<file path="src/design/fic_pkg.sv">
// Shared constants and helper functions for the Fresnel coefficient pipeline.
// No dependencies; every other file imports this package.
package fic_pkg;

  localparam int WORD_BITS_DEF = 24;
  localparam int FRAC_BITS_DEF = 16;
  localparam int MID_BITS      = 62;

  function automatic int fic_min(input int a, input int b);
    return (a < b) ? a : b;
  endfunction

  function automatic int fic_max(input int a, input int b);
    return (a > b) ? a : b;
  endfunction

endpackage

</file>
<file path="src/design/fic_rnd.sv">
// Complex round-half-up by an arithmetic shift, then saturate to a narrower word.
// Combinational; the caller registers the result. Uses fic_pkg.
module fic_rnd import fic_pkg::*; #(
  parameter int IW = 2 * WORD_BITS_DEF + 1,
  parameter int SH = FRAC_BITS_DEF,
  parameter int OW = MID_BITS
) (
  input  logic signed [IW-1:0] re_i,
  input  logic signed [IW-1:0] im_i,
  output logic signed [OW-1:0] re_o,
  output logic signed [OW-1:0] im_o
);
  localparam logic signed [IW-1:0] HALF = IW'((2 ** SH) >> 1);
  localparam logic signed [OW-1:0] MAXV = {1'b0, {(OW-1){1'b1}}};
  localparam logic signed [OW-1:0] MINV = {1'b1, {(OW-1){1'b0}}};

  logic signed [IW-1:0] t [2];
  logic signed [OW-1:0] o [2];

  assign t[0] = (re_i + HALF) >>> SH;
  assign t[1] = (im_i + HALF) >>> SH;
  assign re_o = o[0];
  assign im_o = o[1];

  if (IW - SH > OW) begin : g_sat
    logic [IW-OW:0] hi [2];
    always_comb begin
      for (int i = 0; i < 2; i++) begin
        hi[i] = t[i][IW-1:OW-1];
        if ((&hi[i]) || !(|hi[i])) begin
          o[i] = t[i][OW-1:0];
        end else begin
          o[i] = t[i][IW-1] ? MINV : MAXV;
        end
      end
    end
  end else begin : g_fit
    always_comb begin
      for (int i = 0; i < 2; i++) begin
        o[i] = OW'(t[i]);
      end
    end
  end

endmodule

</file>
<file path="config.mk">
export PLATFORM = sky130hd
export DESIGN_NAME = fic_rnd
export DESIGN_NICKNAME = d
export VERILOG_FILES = /design/src/design/fic_pkg.sv /design/src/design/fic_rnd.sv
export SDC_FILE = /design/constraint.sdc
export NUM_CORES = 1
export LEC_CHECK = 0
export BUFFER_PORTS_ARGS = -buffer_cell sky130_fd_sc_hd__buf_2
export CORE_AREA = 2 2 85 87
export DETAILED_ROUTE_END_ITERATION = 10
export DIE_AREA = 0 0 87 89
export PLACE_DENSITY = 0.68
export SYNTH_ARGS = -nofsm -noshare
export SYNTH_HDL_FRONTEND = slang
export SYNTH_SLANG_ARGS = --single-unit
export TNS_END_PERCENT = 20
</file>
<file path="constraint.sdc">
create_clock -name vclk -period 2.87
set_input_delay 0 -clock vclk [all_inputs]
set_output_delay 0 -clock vclk [all_outputs]
set_load 0.005 [all_outputs]
</file>
# == Word-level counts from Yosys, hierarchy flattened ==
# Index checks and enable logic that the tools add are counted.
# word_totals
rom_bits,0
n_memories,0
latch_bits,0
ram_bits,0
register_bits,0
# op_classes
magnitude_cmp,0
n_div,0
shifts,0
n_eq_ne,0
multipliers,0
n_reduce_logical,0
n_mux,0
n_addsub,2
bitwise,0
# op_table
operator,n
"adder 49 x 17 -> 49 bit, second input constant",2

# == Longest topological paths before layout ==
# depth
word_depth,1
depth_mapped,6
depth_no_buf,5

# == Least setup slack after synthesis ==
# No wires, ideal clock.
# synth_path
kind,input to output
startpoint,input port re_i[31]
endpoint,output port re_o[33]
path_buffers,1
slack_ps,422
arrival_time_ps,2448
cell_stages,5
path_cell_list,nand3_1 > nor4_2 > nand4_1 > xnor2_1 > buf_4
# synth_between
elab_chain_len,1
# synth_lines
item,line,rtl
from (decl),fic_rnd.sv:8,"input logic signed [IW-1:0] re_i,"
adder 49 x 17 -> 49 bit,fic_rnd.sv:20,assign t[0] = (re_i + HALF) >>> SH;
to (decl),fic_rnd.sv:10,"output logic signed [OW-1:0] re_o,"
# Every way passes these cells.

# == Final worst setup path ==
# layout_path
startpoint,input port im_i[19]
endpoint,output port im_o[41]
# layout_between
elab_chain_len,1
# layout_lines
item,line,rtl
from (decl),fic_rnd.sv:9,"input logic signed [IW-1:0] im_i,"
adder 49 x 17 -> 49 bit,fic_rnd.sv:21,assign t[1] = (im_i + HALF) >>> SH;
to (decl),fic_rnd.sv:11,output logic signed [OW-1:0] im_o
# Every way passes these cells.

==> reports/summary.md <==
The fraction of the mapped netlist area in adder cells works out to 1.37%. The layout-stage area growth over the synthesis result works out to 33.9%. The number of resized instances in the post-cts repair step is 0.

Averaged over all synthesized cells, the footprint is 6.96 µm². For the final weighted congestion of routability-driven global placement, the log shows 0.846. The arrival time at the worst endpoint was 1.84 ns; the number of top-level pins was 222. The worst path in the final design needs a cycle of 1.84 ns, including I/O delays and setup.

Input and output buffers added on the ports amount to 192. After legalization and detailed placement, the total HPWL measured 4.62 mm. The most instantiated library cell after synthesis is sky130_fd_sc_hd__buf_4. The run gives 0 ns as the final sum of negative setup slack.

The biggest area contributor in the post-synthesis netlist is sky130_fd_sc_hd__buf_4. The vertical die dimension was 89 µm; the leakage power of the design was 1.21 nW. The number of DRC violations after detailed-routing iteration 0 is 36.

At the pin with the least slew margin, the transition time is 0.625 ns. The sequential standard cell area was 0 µm². STA classifies the critical path startpoint as an input pin. The netlist uses 25 different library cells.

The average detailed-routed wire length per instance was 11.1 µm; the headroom to the max-slew limit was 58.0%. The tools report the kind of capture point of the worst setup path as an output pin. In the synthesized netlist, the cells that appear most often are sky130_fd_sc_hd__buf_4, sky130_fd_sc_hd__xnor2_1, sky130_fd_sc_hd__nand2_1. In the finished design, the share of the clock period the worst path needs comes to 64.0%. The final layout contains routed wiring with a total length of 5.27 mm.

The number of remaining DRC errors is 0, and the compound-cell area share of the yosys netlist is 0.274%. The share of the synthesized netlist area taken by xor and xnor gates is 30.6%, and the starting density of the core is 27.2%. Setup repair after global routing left no endpoint under its margin. Total global routing overflow: 0.

The tools report the cell area after synthesis as 1830 µm². The logs give 7.72 mm for the first-pass GRT wire length and 363 for the net count of the mapped netlist. The placeable core area is 6720 µm².

The run gives 0 as the total of clock buffers placed in the layout. By area the synthesized netlist is led by sky130_fd_sc_hd__buf_4, sky130_fd_sc_hd__xnor2_1, sky130_fd_sc_hd__xor2_1, sky130_fd_sc_hd__nand4_1, sky130_fd_sc_hd__nand3_1. The die covers 7740 µm². Number of pins with negative max-slew slack in the final report: 0.

After floorplanning, the core was divided into 30 placement rows. The largest fanout on the critical path was 30; the number of antenna violations at the first check in global routing was 0. Final-report hold violation count: 0.

Of the post-synthesis cell area, the part taken by muxes is 0%. The count of sequential standard cells was 0; the horizontal die dimension was 87 µm. For this design, the CTS-stage hold fixing added 0 buffers. The required time of the critical path is 2.87 ns. The final antenna-violating net count is 0, and the total power per unit cell area is 111 nW/µm².

Setup violations remaining at the end of the flow were counted as 0. The synthesized instance count is 263, and the final core area utilization is 36.5%. The tools report the global router's overall resource usage as 11.5%. During synthesis, Yosys emitted a total of 0 warnings. The worst hold-check path type was input pin to output pin.

Once the clock tree was built, the setup fixing pass inserted 0 buffers. Dividing the detail-routed via count by the number of cells gives 4.66. The net count of the finished layout is 497. The area fraction of the dominant cell type after synthesis came out at 24.6%. Cells with a size suffix above 1 make up 51.9% of the layout.

The worst-case IR drop observed on VDD is 44.7 µV. Before antenna repair, the detailed router went through 5 iterations. The run finished with clean final reports. The run gives 544 MHz as the maximum operating frequency. The synthesized netlist devotes 40.8% of its cell area to simple gates. The critical path is of the input pin to output pin type. The completed layout was analyzed and its total power is 0.272 mW. Main combinational cell family by area after synthesis: simple AND/OR/NAND/NOR gates. The detailed-route via count was 2212. The repair_antennas step left the layout with diodes totalling 0.

Across the run, the number of max-cap violations was 0. For the pin count of the biggest net entering global routing, the log shows 31. The number of global-route vias before repair was 1857. The sequential element share of the synthesized area came out at 0%.
==> logic make-up after synthesis <==
group,after synthesis
and+or+nand+nor,126
buffers and inverters,71
xor gates and xnor gates,63
adders and majority gates,2
AOI/OAI and AO/OA,1
==> layout by cell type, fill, tap and decap left out, types with 2 or more instances in the layout <==
| master | count |
|---|---|
| sky130_fd_sc_hd__or3_1 | 2 |
| sky130_fd_sc_hd__xor2_1 | 24 |
| sky130_fd_sc_hd__ha_1 | 2 |
| sky130_fd_sc_hd__nand4b_1 | 2 |
| sky130_fd_sc_hd__and4_1 | 8 |
| sky130_fd_sc_hd__and3_1 | 7 |
| sky130_fd_sc_hd__nand3_1 | 20 |
| sky130_fd_sc_hd__buf_2 | 192 |
| sky130_fd_sc_hd__xnor2_1 | 38 |
| sky130_fd_sc_hd__nand4_1 | 22 |
| sky130_fd_sc_hd__nor4_2 | 6 |
| sky130_fd_sc_hd__nor2_1 | 12 |
| sky130_fd_sc_hd__nor4_1 | 8 |
| sky130_fd_sc_hd__inv_1 | 8 |
| sky130_fd_sc_hd__buf_4 | 3 |
| sky130_fd_sc_hd__nor3_1 | 9 |
| sky130_fd_sc_hd__nand2_1 | 25 |
==> through the flow <==
stage / setup slack, ns / instance area, µm² / hold WS, ns / cells
3_5_place_dp: 1.04 / 2450 / 0.262 / 475
3_3_place_gp: 1.09 / 2450 / 0.262 / 475
6_report: 1.03 / 2450 / 0.263 / 475
4_1_cts: 1.04 / 2450 / 0.264 / 475
2_1_floorplan: 0.422 / 1830 / 0.0510 / 263
5_1_grt: 0.814 / 2450 / 0.283 / 475
==> where the power goes <==
part | internal (mW) | switching, mW | leakage [nW]
Clock | 0 | 0 | 0
Sequential | 0 | 0 | 0
Combinational | 0.135 | 0.137 | 1.21
Total | 0.135 | 0.137 | 1.21
==> metal layers <==
| metal | vias to the layer above | global-route usage, % | share of wire [%] |
|---|---|---|---|
| met5 | - | 0 | 0 |
| met4 | 0 | 1.56 | 1.5 |
| met3 | 10 | 1.29 | 9.5 |
| met2 | 136 | 23.5 | 51 |
| met1 | 935 | 12.8 | 38 |
| li1 | 1131 | - | - |
==> critical path: stages <==
cell,delay [ns]
sky130_fd_sc_hd__buf_2,0.14
sky130_fd_sc_hd__and4_1,0.35
sky130_fd_sc_hd__nand4_4,0.28
sky130_fd_sc_hd__nor4_1,0.46
sky130_fd_sc_hd__xor2_1,0.19
sky130_fd_sc_hd__buf_4,0.25
sky130_fd_sc_hd__buf_2,0.15
==> layout make-up <==
cell class,instances,area [µm²]
Timing Repair Buffer,195,983
Inverter,8,30.0
Fill cell,686,4270
Multi-Input combinational cell,192,1340
Tap cell,80,100
==> path summary, 6_finish.rpt <==
check,startpoint,end,depth (start not counted)
setup / recovery,im_i[19],im_o[41],7
hold / removal,im_i[43],im_o[27],3
No activity file was read; power rests on OpenSTA's default activity.
